File: src/rtl/assert_macros.svh
// Assertion macros shared by the RTL files
`ifndef ASSERT_MACROS_SVH
`define ASSERT_MACROS_SVH
// Implication checked on every clock, disabled in reset
`define ASSERT_IMP(label, clk, rst_n, ante, cons) \
	label: assert property (@(posedge clk) disable iff (!rst_n) (ante) |-> (cons)) \
		else $error("assertion failed");
// Next-cycle implication
`define ASSERT_NXT(label, clk, rst_n, ante, cons) \
	label: assert property (@(posedge clk) disable iff (!rst_n) (ante) |=> (cons)) \
		else $error("assertion failed");
`endif

File: src/rtl/scgr_pkg.sv
// Types and constants of the serial command genlock register block
package scgr_pkg;
	typedef enum logic [1:0] {
		PS_IDLE = 2'd0,
		PS_LETTER = 2'd1,
		PS_NUMBER = 2'd2,
		PS_TERM = 2'd3
	} parse_state_t;

	typedef enum logic [3:0] {
		OP_NONE, OP_GS, OP_GM, OP_GI, OP_GJ, OP_GV, OP_GY, OP_GA, OP_GU,
		OP_GF, OP_GG, OP_GD, OP_GE, OP_GZ
	} op_t;

	typedef enum logic [1:0] {
		KIND_BYTE = 2'd0,
		KIND_HALF = 2'd1,
		KIND_WORD = 2'd2
	} kind_t;

	// Classified command passed from front to back
	typedef struct packed {
		op_t op;
		logic query;
		logic [31:0] number;
		logic [31:0] h_measure;
		logic [7:0] status_in;
	} cmd_t;

	localparam logic [7:0] EXEC_BYTE = 8'h80;
	localparam logic [31:0] ZERO_INC_G = 32'd390;
	localparam logic [31:0] ZERO_INC_M = 32'd483;
	localparam logic [15:0] PHASE_DEFAULT = 16'h708a;
	localparam logic [31:0] ZERO_DEFAULT = 32'h0002fec2;
	localparam logic [3:0] MODE_RESET = 4'd8;
	localparam logic [3:0] MODE_MAX = 4'd11;
	localparam logic [7:0] OVEN_MASK = 8'hbf;
	localparam logic [0:0] ADDR_SYS_G = 1'b0;
	localparam logic [0:0] ADDR_OVEN = 1'b1;

	function automatic logic [7:0] mode_bits_f(input logic [3:0] m);
		logic [7:0] r;
		case (m)
			4'd0: r = 8'h21;
			4'd1: r = 8'h0f;
			4'd2: r = 8'h0d;
			4'd3: r = 8'h05;
			4'd4: r = 8'h05;
			4'd5: r = 8'h04;
			4'd6: r = 8'h11;
			4'd7: r = 8'h01;
			4'd8: r = 8'h41;
			4'd9: r = 8'h10;
			4'd10: r = 8'h40;
			default: r = 8'h00;
		endcase
		return r;
	endfunction
endpackage

File: src/rtl/scgr_front.sv
// Byte parser: accepts items, builds commands and classifies them
`include "assert_macros.svh"
module scgr_front import scgr_pkg::*; (
	input logic clk,
	input logic arst_n,
	input logic in_valid,
	input logic [7:0] rx_byte,
	input logic [31:0] h_measure,
	input logic [7:0] status_in,
	output cmd_t cmd
);
	parse_state_t state_q, state_d;
	logic [7:0] first_q, second_q;
	logic [31:0] num_q;
	logic query_q;
	logic is_letter, is_digit, is_term;
	logic [7:0] up;
	logic [31:0] num_x10;

	assign is_letter = (rx_byte inside {[8'h41:8'h5a], [8'h61:8'h7a]});
	assign is_digit = (rx_byte inside {[8'h30:8'h39]});
	assign is_term = (rx_byte inside {8'h0a, 8'h0d, 8'h3b, 8'h3f, 8'h21, 8'h24});
	assign up = (rx_byte inside {[8'h61:8'h7a]}) ? rx_byte - 8'd32 : rx_byte;
	assign num_x10 = {num_q[28:0], 3'b000} + {num_q[30:0], 1'b0};

	always_comb begin
		state_d = state_q;
		case (state_q)
			PS_IDLE: if (is_letter) state_d = PS_LETTER;
			PS_LETTER: state_d = is_letter ? PS_NUMBER : PS_IDLE;
			PS_NUMBER: begin
				if (is_term) state_d = PS_TERM;
				else if (!is_digit) state_d = PS_IDLE;
			end
			default: state_d = PS_IDLE;
		endcase
	end

	always_ff @(posedge clk or negedge arst_n) begin
		if (!arst_n) begin
			state_q <= PS_IDLE;
			first_q <= '0;
			second_q <= '0;
			num_q <= '0;
			query_q <= 1'b0;
		end else if (in_valid) begin
			state_q <= state_d;
			if (state_q == PS_IDLE && is_letter) first_q <= up;
			if (state_q == PS_LETTER && is_letter) begin
				second_q <= up;
				num_q <= '0;
			end
			if (state_q == PS_NUMBER) begin
				if (is_digit) num_q <= num_x10 + {28'd0, rx_byte[3:0]};
				else if (is_term) query_q <= (rx_byte == 8'h3f);
			end
		end
	end

	always_comb begin
		cmd.op = OP_NONE;
		cmd.query = query_q;
		cmd.number = num_q;
		cmd.h_measure = h_measure;
		cmd.status_in = status_in;
		if (state_q == PS_TERM && rx_byte == EXEC_BYTE && first_q == "G") begin
			case (second_q)
				"S": cmd.op = OP_GS;
				"M": cmd.op = OP_GM;
				"I": cmd.op = OP_GI;
				"J": cmd.op = OP_GJ;
				"V": cmd.op = OP_GV;
				"Y": cmd.op = OP_GY;
				"A": cmd.op = OP_GA;
				"U": cmd.op = OP_GU;
				"F": cmd.op = OP_GF;
				"G": cmd.op = OP_GG;
				"D": cmd.op = OP_GD;
				"E": cmd.op = OP_GE;
				"Z": cmd.op = OP_GZ;
				default: cmd.op = OP_NONE;
			endcase
		end
	end

	`ASSERT_NXT(a_term_to_idle, clk, arst_n, in_valid && state_q == PS_TERM, state_q == PS_IDLE)
	`ASSERT_NXT(a_letter_advance, clk, arst_n,
		in_valid && state_q == PS_IDLE && is_letter, state_q == PS_LETTER)
	`ASSERT_IMP(a_op_only_term, clk, arst_n, cmd.op != OP_NONE, state_q == PS_TERM)
endmodule

File: src/rtl/scgr_back.sv
// Command executor holding the genlock registers
`include "assert_macros.svh"
module scgr_back import scgr_pkg::*; (
	input logic clk,
	input logic arst_n,
	input logic cmd_valid,
	input cmd_t cmd,
	input logic sys_g,
	input logic oven,
	output logic res_valid,
	output logic [1:0] res_kind,
	output logic [31:0] res_value,
	output logic [3:0] res_mode,
	output logic [7:0] res_bits,
	output logic res_gen_en,
	output logic res_burst_en
);
	logic [3:0] mode_q;
	logic [7:0] bits_q;
	logic [1:0] en_q;
	logic [15:0] phase_q [4];
	logic [31:0] zero_q [2];
	logic [3:0] mode_n;
	logic [7:0] bits_n;
	logic [1:0] en_n;
	logic rv;
	logic [1:0] rk;
	logic [31:0] rval;
	logic [1:0] ph;

	always_comb begin
		case (cmd.op)
			OP_GF: ph = 2'd0;
			OP_GG: ph = 2'd1;
			OP_GD: ph = 2'd2;
			default: ph = 2'd3;
		endcase
	end

	always_comb begin
		mode_n = mode_q;
		bits_n = bits_q;
		en_n = en_q;
		if (cmd.op == OP_GM && cmd.number <= {28'd0, MODE_MAX}) begin
			mode_n = cmd.number[3:0];
			bits_n = mode_bits_f(cmd.number[3:0]);
			en_n = {!(mode_n == 4'd7 || mode_n == 4'd11), mode_n != 4'd0};
		end
		rv = 1'b0;
		rk = KIND_BYTE;
		rval = '0;
		case (cmd.op)
			OP_GS: begin
				rv = 1'b1;
				rval = {24'd0, (cmd.status_in & OVEN_MASK) | {1'b0, oven, 6'd0}};
			end
			OP_GA, OP_GU: if (cmd.query) begin
				rv = 1'b1;
				rk = KIND_WORD;
				rval = zero_q[cmd.op == OP_GU];
			end
			OP_GF, OP_GG, OP_GD, OP_GE: if (cmd.query) begin
				rv = 1'b1;
				rk = KIND_HALF;
				rval = {16'd0, phase_q[ph]};
			end
			default: rv = 1'b0;
		endcase
	end

	always_ff @(posedge clk or negedge arst_n) begin
		if (!arst_n) begin
			mode_q <= MODE_RESET;
			bits_q <= mode_bits_f(MODE_RESET);
			en_q <= 2'b11;
			phase_q[0] <= PHASE_DEFAULT;
			phase_q[1] <= PHASE_DEFAULT;
			phase_q[2] <= '0;
			phase_q[3] <= '0;
			zero_q[0] <= ZERO_DEFAULT;
			zero_q[1] <= ZERO_DEFAULT;
			res_valid <= 1'b0;
			res_kind <= '0;
			res_value <= '0;
			res_mode <= MODE_RESET;
			res_bits <= mode_bits_f(MODE_RESET);
			res_gen_en <= 1'b1;
			res_burst_en <= 1'b1;
		end else if (cmd_valid) begin
			mode_q <= mode_n;
			bits_q <= bits_n;
			en_q <= en_n;
			res_valid <= rv;
			res_kind <= rk;
			res_value <= rval;
			res_mode <= mode_n;
			res_bits <= bits_n;
			res_gen_en <= en_n[0];
			res_burst_en <= en_n[1];
			case (cmd.op)
				OP_GI: zero_q[0] <= zero_q[0] + ZERO_INC_G;
				OP_GJ: zero_q[1] <= zero_q[1] + ZERO_INC_M;
				OP_GV: zero_q[0] <= cmd.number;
				OP_GY: zero_q[1] <= cmd.number;
				OP_GA: if (!cmd.query && sys_g)
					zero_q[0] <= cmd.h_measure - {16'd0, phase_q[0]};
				OP_GU: if (!cmd.query && !sys_g)
					zero_q[1] <= cmd.h_measure - {16'd0, phase_q[1]};
				OP_GF, OP_GG, OP_GD, OP_GE: if (!cmd.query)
					phase_q[ph] <= cmd.number[15:0];
				OP_GZ: begin
					phase_q[0] <= PHASE_DEFAULT;
					phase_q[1] <= PHASE_DEFAULT;
					zero_q[0] <= ZERO_DEFAULT;
					zero_q[1] <= ZERO_DEFAULT;
				end
				default: ;
			endcase
		end
	end

	`ASSERT_IMP(a_mode_range, clk, arst_n, 1'b1, mode_q <= MODE_MAX)
	`ASSERT_IMP(a_gen_en, clk, arst_n, 1'b1, en_q[0] == (mode_q != 4'd0))
	`ASSERT_IMP(a_kind_idle, clk, arst_n, !res_valid, res_kind == KIND_BYTE && res_value == '0)
endmodule

File: src/rtl/scgr_queue.sv
// Four-entry result queue between the executor and the output
module scgr_queue import scgr_pkg::*; #(
	parameter int W = 56
) (
	input logic clk,
	input logic arst_n,
	input logic wr,
	input logic [W-1:0] wdata,
	input logic rd,
	output logic [W-1:0] rdata,
	output logic empty,
	output logic full
);
	logic [W-1:0] mem_q [4];
	logic [1:0] wp_q, rp_q;
	logic [2:0] cnt_q;

	assign empty = (cnt_q == 3'd0);
	assign full = (cnt_q == 3'd4);
	assign rdata = mem_q[rp_q];

	always_ff @(posedge clk) begin
		if (wr) mem_q[wp_q] <= wdata;
	end

	always_ff @(posedge clk or negedge arst_n) begin
		if (!arst_n) begin
			wp_q <= '0;
			rp_q <= '0;
			cnt_q <= '0;
		end else begin
			if (wr) wp_q <= wp_q + 2'd1;
			if (rd) rp_q <= rp_q + 2'd1;
			cnt_q <= cnt_q + {2'b0, wr} - {2'b0, rd};
		end
	end
endmodule

File: src/rtl/serial_command_genlock_registers_unit.sv
// Top level of the serial command genlock register block
// Usage:
//  Input channel: drive rx_byte, h_measure and status_in with push; an item is
//  taken at an edge with push high and full low. Every item yields exactly one
//  result item on the output queue (resp_* plus the current mode outputs).
//  Output channel: while empty is low the oldest result is on the ports; pop
//  takes it. Front parser classifies the byte in the cycle it is taken, the
//  executor registers the result at that edge, and a four-entry queue holds it.
//  Queue write: the result is written to the queue at the edge after the accepting
//  edge, and empty drops at that edge.
//  Throughput: one item per cycle; the executor stage is the only register
//  between input and queue, and full rises when three items are held in the
//  stage and the queue together, which a popping receiver never reaches.
//  Stall: when pop stays low, results collect in the queue and full goes high,
//  back-pressuring push without losing any item.
//  Reset (arst_n low): parser idle, mode 8, mode bits 0x41, both enables on,
//  gen phases and H zeros at their defaults, system_g_select 1,
//  oven_present 0, queue empty.
//  Config: APB writes at paddr 0 (system_g_select) and 4 (oven_present).
`include "assert_macros.svh"
module serial_command_genlock_registers_unit import scgr_pkg::*; (
	input logic clk,
	input logic arst_n,
	input logic push,
	output logic full,
	input logic [7:0] rx_byte,
	input logic [31:0] h_measure,
	input logic [7:0] status_in,
	input logic pop,
	output logic empty,
	output logic resp_valid,
	output logic [1:0] resp_kind,
	output logic [31:0] resp_value,
	output logic [3:0] lock_mode,
	output logic [7:0] mode_bits,
	output logic genlock_enable,
	output logic burst_lock_enable,
	input logic psel,
	input logic penable,
	input logic pwrite,
	input logic [2:0] paddr,
	input logic [31:0] pwdata,
	output logic [31:0] prdata,
	output logic pready
);
	localparam int QW = 49;
	cmd_t cmd;
	logic accept, stage_v_q, q_full, q_empty, q_rd;
	logic sys_g_q, oven_q;
	logic r_valid, r_gen, r_burst;
	logic [1:0] r_kind;
	logic [31:0] r_value;
	logic [3:0] r_mode;
	logic [7:0] r_bits;
	logic [QW-1:0] q_out;
	logic [1:0] q_cnt_q;

	assign pready = 1'b1;
	// Track occupancy of queue plus executor stage to hold off push early
	assign full = (q_cnt_q == 2'd3);
	assign accept = push && !full;
	assign q_rd = pop && !q_empty;
	assign empty = q_empty;

	always_ff @(posedge clk or negedge arst_n) begin
		if (!arst_n) begin
			sys_g_q <= 1'b1;
			oven_q <= 1'b0;
			stage_v_q <= 1'b0;
			q_cnt_q <= '0;
		end else begin
			stage_v_q <= accept;
			q_cnt_q <= q_cnt_q + {1'b0, accept} - {1'b0, q_rd};
			if (psel && penable && pwrite) begin
				if (paddr[2] == ADDR_SYS_G && paddr[1:0] == 2'd0) sys_g_q <= pwdata[0];
				if (paddr[2] == ADDR_OVEN && paddr[1:0] == 2'd0) oven_q <= pwdata[0];
			end
		end
	end

	assign prdata = (paddr[2] == ADDR_OVEN) ? {31'd0, oven_q} : {31'd0, sys_g_q};

	scgr_front u_front (
		.clk(clk), .arst_n(arst_n), .in_valid(accept), .rx_byte(rx_byte),
		.h_measure(h_measure), .status_in(status_in), .cmd(cmd)
	);

	scgr_back u_back (
		.clk(clk), .arst_n(arst_n), .cmd_valid(accept), .cmd(cmd),
		.sys_g(sys_g_q), .oven(oven_q),
		.res_valid(r_valid), .res_kind(r_kind), .res_value(r_value),
		.res_mode(r_mode), .res_bits(r_bits), .res_gen_en(r_gen),
		.res_burst_en(r_burst)
	);

	scgr_queue #(.W(QW)) u_queue (
		.clk(clk), .arst_n(arst_n), .wr(stage_v_q),
		.wdata({r_valid, r_kind, r_value, r_mode, r_bits, r_gen, r_burst}),
		.rd(q_rd), .rdata(q_out), .empty(q_empty), .full(q_full)
	);

	assign {resp_valid, resp_kind, resp_value, lock_mode, mode_bits,
		genlock_enable, burst_lock_enable} = q_out;

	`ASSERT_IMP(a_no_overflow, clk, arst_n, q_full, !stage_v_q || q_rd)
	`ASSERT_NXT(a_push_lands, clk, arst_n, stage_v_q, !q_empty)
endmodule

File: config.mk
export PLATFORM = sky130hd
export DESIGN_NAME = serial_command_genlock_registers_unit
export DESIGN_NICKNAME = d
export VERILOG_FILES = /design/src/rtl/scgr_pkg.sv /design/src/rtl/scgr_front.sv /design/src/rtl/scgr_back.sv /design/src/rtl/scgr_queue.sv /design/src/rtl/serial_command_genlock_registers_unit.sv
export VERILOG_INCLUDE_DIRS = /design/src /design/src/rtl
export SDC_FILE = /design/constraint.sdc
export NUM_CORES = 1
export LEC_CHECK = 0
export BUFFER_PORTS_ARGS = -buffer_cell sky130_fd_sc_hd__clkbuf_2
export CORE_MARGIN = 2
export CORE_UTILIZATION = 30
export CTS_CLUSTER_SIZE = 25
export DETAILED_ROUTE_END_ITERATION = 8
export GPL_ROUTABILITY_DRIVEN = 0
export PLACE_DENSITY_LB_ADDON = 0.1
export SKIP_CTS_REPAIR_TIMING = 1
export SYNTH_ARGS = -nofsm -noshare
export SYNTH_HDL_FRONTEND = slang
export SYNTH_SLANG_ARGS = --single-unit
File: constraint.sdc
create_clock -name clk -period 4.1 [get_ports clk]
set_input_delay 0.615 -clock clk [delete_from_list [all_inputs] [get_ports clk]]
set_output_delay 0.615 -clock clk [all_outputs]
set_load 0.02 [all_outputs]
Word-level counts from Yosys, hierarchy flattened
Memories as Yosys holds them, arrays and structs flattened. A register that Yosys moved wholly into a read port is not among the register bits.
Cells that the tools add are included.
Widths: inputs -> output; s select.
{ "op_classes": {"magnitude_cmp": 10, "eq_ne": 45, "bitwise_logic": 6, "n_reduce_logical": 47, "mux": 41, "addsub": 13} }
{ "op_table": {"columns": ["operator", "n"], "rows": [
  ["$mux 32", 9],
  ["$pmux 32 s4", 2],
  ["$eq 8x7->1 const B", 14],
  ["$pmux 32 s3", 1],
  ["$add 32x9->32 const B", 2],
  ["$bwmux 64", 1],
  ["$mux 16", 4],
  ["$mux 64", 1],
  ["$pmux 32 s2", 1],
  ["$sub 32x16->32", 2],
  ["$pmux 4 s13", 1],
  ["$add 32x32->32", 1],
  ["$add 32x4->32", 1],
  ["$bmux 16 s2", 1],
  ["$demux 16 s2", 1],
  ["$eq 8x6->1 const B", 4],
  ["$le 32x4->1 const B", 1],
  ["$eq 4x4->1 const B", 7],
  ["$eq 4x3->1 const B", 5],
  ["$logic_and 1x1->1", 17],
  ["$eq 8x4->1 const B", 2],
  ["$ge 8x7->1 const B", 2],
  ["$le 8x7->1 const B", 2],
  ["$mux 8", 2],
  ["other kinds (42)", 78]
]} }
{ "totals": {"register_bits": 242, "out_inout_bits": 84, "n_memories": 2, "elab_cells": 190, "ram_bits": 196, "input_bits": 90, "romBits": 112} }
{ "memory_table": {"columns": ["memory", "words", "width", "read_ports", "rd_ports_with_merged_regs", "write_ports", "line", "rtl"], "rows": [
  ["u_queue.mem_q", 4, 49, 1, 0, 1, "scgr_queue.sv:14", "logic [W-1:0] mem_q [4];"],
  ["(name not given)", 16, 7, 1, 1, 0, "scgr_pkg.sv:43", "case (m)"]
]} }

Depth between registers and ports, before layout
{ "logic_depth": {"ltp_word": 14, "mapped_depth": 13, "mapped_depth_nobuf": 13} }

Cells and area by module
From an unflattened synthesis, not the netlist that was laid out.
{ "hier_totals": {"hier_cells": 2339, "hier_area_um2": 24780.0} }
{ "by_module_without_submodules": {"columns": ["mod", "seq_area_each_um2", "cells_each", "n_inst", "area_per_inst_um2"], "rows": [
  ["scgr_back", 4453.0, 1438, 1, 11969.0],
  ["scgr_queue", 6060.8, 291, 1, 7518.5],
  ["scgr_front", 1276.2, 556, 1, 4789.6],
  ["serial_command_genlock_registers_unit", 126.4, 54, 1, 503.0]
]} }

Worst setup path after synthesis
No wires, ideal clock.
{ "synth_path": {"kind": "input to register", "start": "input port rx_byte[3]", "end": "register u_front.num_q[30]", "setup_slack_ns": 0.730, "t_arrival_ns": 3.249, "n_path_buf": 0, "stages": 11, "t_required_ns": 3.979, "cell_sequence": "fa_1 -> fa_1 -> a211oi_1 -> o21ai_0 -> nand2_1 -> o31ai_1 -> o22a_1 -> a211oi_1 -> o21ai_0 -> xor2_1 -> a22o_1"} }
{ "synth_between": {"elab_chain_len": 7, "word_cells_on_any_way": 15, "classes_between": "add/sub: 1; order compare: 6; mux: 3; reduce/logical: 5"} }
{ "synth_rtl": {"columns": ["element", "line", "rtl"], "rows": [
  ["start: declaration", "serial_command_genlock_registers_unit.sv:26", "input logic [7:0] rx_byte,"],
  ["$ge 8x7->1 or $le 8x7->1 (tied branches)", "scgr_front.sv:20", "assign is_letter = (rx_byte inside {[8'h41:8'h5a], [8'h61:8'h7a]});"],
  ["$logic_and 1x1->1", "scgr_front.sv:20", null],
  ["$reduce_bool 2->1", "scgr_front.sv:20", null],
  ["$logic_and 1x1->1", "scgr_front.sv:49", "if (state_q == PS_LETTER && is_letter) begin"],
  ["$mux 32", "scgr_front.sv:49", null],
  ["$mux 32", "scgr_front.sv:54", "if (is_digit) num_q <= num_x10 + {28'd0, rx_byte[3:0]};"],
  ["$mux 32 *", "scgr_front.sv:53", "if (state_q == PS_NUMBER) begin"],
  ["end signal: assignment", "scgr_front.sv:54", null],
  ["end: declaration", "scgr_front.sv:14", "logic [31:0] num_q;"]
]} }
Every way passes the cells marked *; elsewhere a longest branch is shown, timed or not.
A chain may end at the register's enable or synchronous reset.

Final worst setup path
{ "layout_path": {"start": "register u_back.phase_q[35] (netlist bit)", "end": "register u_back.zero_q[18] (netlist bit)"} }
{ "layout_between": {"elab_chain_len": 3} }
{ "layout_rtl": {"columns": ["element", "line", "rtl"], "rows": [
  ["start: declaration", "scgr_back.sv:21", "logic [15:0] phase_q [4];"],
  ["start signal: indexed assignment", "scgr_back.sv:110", "phase_q[ph] <= cmd.number[15:0];"],
  ["$sub 32x16->32", "scgr_back.sv:108", "zero_q[1] <= cmd.h_measure - {16'd0, phase_q[1]};"],
  ["$mux 32", "scgr_back.sv:107", "OP_GU: if (!cmd.query && !sys_g)"],
  ["$pmux 32 s4", "scgr_back.sv:100", "case (cmd.op)"],
  ["end: declaration", "scgr_back.sv:22", "logic [31:0] zero_q [2];"]
]} }
Every way passes these cells. The select of a mux whose other input is x is not followed.

==> impl_table.tex <==
\begin{tabular}{lr}
\hline
Metric & Value \\
\hline
\multicolumn{2}{l}{\textbf{Route}} \\
\quad Violation count after the first detailed-route iteration & 1569 \\
\quad DRC errors left & 0 \\
\quad Remaining antenna violation count & 0 \\
\quad Total detailed-routing wirelength & 78100 um \\
\quad Drt pass-1 iters & 8 \\
\quad Average vias per placed instance & 5.31 \\
\quad Vias after detailed routing & 18200 \\
\quad Final routed wire length divided by cell count & 22.9 um \\
\multicolumn{2}{l}{\textbf{Synthesis}} \\
\quad Cell count after synthesis & 2195 \\
\quad Count of synthesis-stage warnings from yosys & 0 \\
\quad Cell accounting for the most synthesized area & sky130\_fd\_sc\_hd\_\_edfxtp\_1 \\
\quad Sequential fraction of the synthesis area & 0.491 \\
\quad Number of register bits inferred by synthesis & 431 \\
\quad Most frequently used cell type in the post-synthesis netlist & sky130\_fd\_sc\_hd\_\_dfrtp\_1 \\
\quad Main synth FF type & sky130\_fd\_sc\_hd\_\_dfrtp\_1 \\
\quad Main combinational cell family by area after synthesis & compound AO/OA/AOI/OAI gates \\
\quad Xor/xnor cell area share of the yosys netlist & 0.0343 \\
\quad Simple-gate share of the synthesized area & 0.117 \\
\quad Compound-cell area share of the yosys netlist & 0.163 \\
\quad Top cells by area, synth & sky130\_fd\_sc\_hd\_\_edfxtp\_1 24\%, sky130\_fd\_sc\_hd\_\_dfrtp\_1 21\%, sky130\_fd\_sc\_hd\_\_ha\_1 5.6\% \\
\quad Fraction of synthesized cell area taken by the top area cell type & 0.240 \\
\quad Async set-reset flop share out of synthesis & 0.555 \\
\quad Mapped cell area & 24000 um2 \\
\quad Commonest cells in the netlist & 199 x sky130\_fd\_sc\_hd\_\_dfrtp\_1, 192 x sky130\_fd\_sc\_hd\_\_edfxtp\_1, 170 x sky130\_fd\_sc\_hd\_\_a21oi\_1 \\
\quad Number of enable flip-flop cells after synthesis & 192 \\
\quad Multiplexer area fraction after synthesis & 0.0901 \\
\quad Per-instance average area after synthesis & 10.9 um2 \\
\quad Count of cell types in the netlist & 92 \\
\quad Adder and majority cell fraction of the synthesized area & 0.0604 \\
\multicolumn{2}{l}{\textbf{STA}} \\
\quad Unrepaired setup endpoints after global routing & false \\
\quad Fin crit share & 0.919 \\
\quad Max Clock Skew & 23.4 ps \\
\quad Hold\_ws & 54.8 ps \\
\quad Fin. max-slew vios & 0 \\
\quad Transition time at the pin with the least slew margin & 1200 ps \\
\quad Peak clock frequency supported by timing & 265 MHz \\
\quad Crit path time final & 3770 ps \\
\quad Hold Violations, Final & 0 \\
\quad Final setup vio count & 0 \\
\quad Headroom to the max-slew limit & 0.198 \\
\quad Aggregate negative setup slack & 0 ps \\
\multicolumn{2}{l}{\textbf{Floorplanning}} \\
\quad Die outline area & 82300 um2 \\
\quad Height of the chip & 287 um \\
\quad Starting utilization of the core area & 0.304 \\
\quad Row cnt & 103 \\
\quad Die Wd & 287 um \\
\quad Number of primary I/O pins & 174 \\
\quad Core area & 79100 um2 \\
\multicolumn{2}{l}{\textbf{Global route}} \\
\quad Global-route wire length before repair & 118000 um \\
\quad Gr ovfl total & 0 \\
\quad Initial antenna violation count & 4 \\
\quad Largest net degree at the start of global routing & 93 \\
\quad Via count of the first global-routing pass & 18300 \\
\quad Overall fraction of global-route tracks in use & 0.189 \\
\multicolumn{2}{l}{\textbf{Worst setup path}} \\
\quad Worst R2R Start & u\_back.phase\_q[35] \\
\quad Type of origin of the critical path & flip-flop \\
\quad Reg2reg setup slack & 330 ps \\
\quad Startpoint of the worst setup timing path & u\_back.phase\_q[35] \\
\quad Data arrival time of the worst path & 4250 ps \\
\quad Critical Path Fanout Max & 5 \\
\quad Data required time of the critical path & 4580 ps \\
\quad Category of the most critical setup path & reg2reg \\
\quad Endpoint type of the worst setup path & flip-flop \\
\multicolumn{2}{l}{\textbf{Finish}} \\
\quad Layout overhead on the synthesized area & 15.2\% \\
\quad Nets@finish & 2528 \\
\quad Filler cell count in the final layout & 7979 \\
\quad Antenna fix cells & 0 \\
\quad Final core utilization & 0.350 \\
\quad Layout cell share with drive strength beyond 1 & 0.182 \\
\quad Number of cells in the finished layout apart from fillers & 3418 \\
\multicolumn{2}{l}{\textbf{Placed design}} \\
\quad Cell count after placement & 3322 \\
\quad Placed wire-length estimate after detailed placement & 56700 um \\
\quad Port buffer count & 108 \\
\multicolumn{2}{l}{\textbf{Hold path}} \\
\quad Hold/Removal Path Class & in2async \\
\multicolumn{2}{l}{\textbf{Power}} \\
\quad Highest ir drop seen on vdd & 320 uV \\
\quad Overall power consumption & 0.0128 W \\
\quad Power Dens Cells & 464 nW/um2 \\
\quad LEAKAGE & 11.2 nW \\
\multicolumn{2}{l}{\textbf{Clock network}} \\
\quad Clk\_lat worst skew & 620 ps \\
\quad Maximum buffer depth of the clock tree & 3 \\
\quad TritonCTS clock tree & built \\
\quad Number of clock sinks & 431 \\
\quad Total clock buffers created by CTS & 51 \\
\quad Worst-path clk slew & 60 ps \\
\quad Clock tree root buffer cell & sky130\_fd\_sc\_hd\_\_clkbuf\_16 \\
\quad CTS HTree Levels & 2 \\
\multicolumn{2}{l}{\textbf{Flow run}} \\
\quad Max-capacitance violation count & 0 \\
\multicolumn{2}{l}{\textbf{Run status}} \\
\quad Status & completed \\
\hline
\end{tabular}
cell usage in the layout, fill, tap and decap left out, drive strengths merged, types with 30 or more instances in the layout:
| cell type | n |
|---|---|
| dfrtp | 199 |
| mux2i | 43 |
| conb | 33 |
| a22o | 50 |
| mux4 | 48 |
| xor2 | 30 |
| edfxtp | 192 |
| o21ai | 127 |
| dfstp | 40 |
| nand3 | 44 |
| nor2 | 168 |
| inv | 83 |
| mux2 | 58 |
| clkbuf | 179 |
| ha | 108 |
| xnor2 | 64 |
| buf | 85 |
| nand2 | 163 |
| a21oi | 171 |
| nor3 | 46 |
metrics by stage:
| step | setup slack (ps) | area (um2) |
|---|---|---|
| after floorplan | 730 | 24100 |
| after global placement | -36.9 | 26000 |
| after detailed placement | 9.39 | 26000 |
| after CTS | 326 | 27700 |
| after global routing | 102 | 27700 |
| final | 333 | 27700 |
state kept, by name, indices dropped and copies added (netlist names):
| signal | cells |
|---|---|
| u_queue.rp_q | 2 |
| u_front.second_q | 8 |
| u_front.state_q | 2 |
| u_back.res_kind | 2 |
| oven_q | 1 |
| u_back.res_value | 32 |
| u_back.res_mode | 4 |
| u_queue.cnt_q | 3 |
| sys_g_q | 1 |
| u_queue.wp_q | 2 |
| q_cnt_q | 2 |
| u_back.zero_q | 64 |
| u_back.res_bits | 7 |
| u_back.en_q | 2 |
| u_back.res_valid | 1 |
| u_back.phase_q | 64 |
| stage_v_q | 1 |
| u_front.query_q | 1 |
| u_queue.mem_q | 192 |
| u_front.first_q | 8 |
| u_front.num_q | 32 |
final cells by class:
| cell class | count | area (um2) | area share |
|---|---|---|---|
| clock buffers | 72 | 1420 | 0.0511 |
| repair buffers | 192 | 1260 | 0.0454 |
| well taps | 1050 | 1310 | 0.0475 |
| flip-flops and latches | 431 | 11800 | 0.426 |
| multi-input cells | 1566 | 11300 | 0.410 |
| clock inverters | 24 | 236 | 0.00855 |
| inverters | 83 | 312 | 0.0113 |
report_power, final:
part / switching (W) / internal (W) / total (W)
registers: 0.000377 / 0.00507 / 0.00545
logic: 0.00176 / 0.00115 / 0.00291
clock network: 0.00193 / 0.00255 / 0.00448
critical path, stage by stage, from the launching register on:
cell and delay, ps:
sky130_fd_sc_hd__dfstp_2 530, sky130_fd_sc_hd__inv_1 60, sky130_fd_sc_hd__ha_1 350, sky130_fd_sc_hd__o21ai_0 140, sky130_fd_sc_hd__o21ai_0 250, sky130_fd_sc_hd__a21oi_1 150
sky130_fd_sc_hd__o311ai_0 830, sky130_fd_sc_hd__o21ai_0 360, sky130_fd_sc_hd__buf_4 250, sky130_fd_sc_hd__and2_1 200, sky130_fd_sc_hd__xor2_1 150, sky130_fd_sc_hd__a221oi_1 240
sky130_fd_sc_hd__a21oi_1 100
worst paths after layout:
check | cells after the start | endpoint
worst max-delay path | 12 | u_back.zero_q[18]
worst min-delay path | 1 | u_front.num_q[27]
worst max register to register | 12 | u_back.zero_q[18]
worst min register to register | 1 | q_cnt_q[1]
max in group asynchronous | 2 | u_back.phase_q[39]
min in group clk | 2 | oven_q
cell families after synthesis:
logic type,Yosys count
flops,431
xor+xnor,94
other cells,2
mux,149
compound gates,595
buf+inv,229
simple gates,582
fa+ha+maj,113
layer usage:
layer  GRT usage  vias up  wire length, um
li1            -     8449                -
met1       0.258     9048            35100
met2       0.307      535            36300
met3      0.0299      124             4190
met4      0.0604        2             2460
met5           0        -               13
Note: power is estimated with default switching activity, not from simulation.
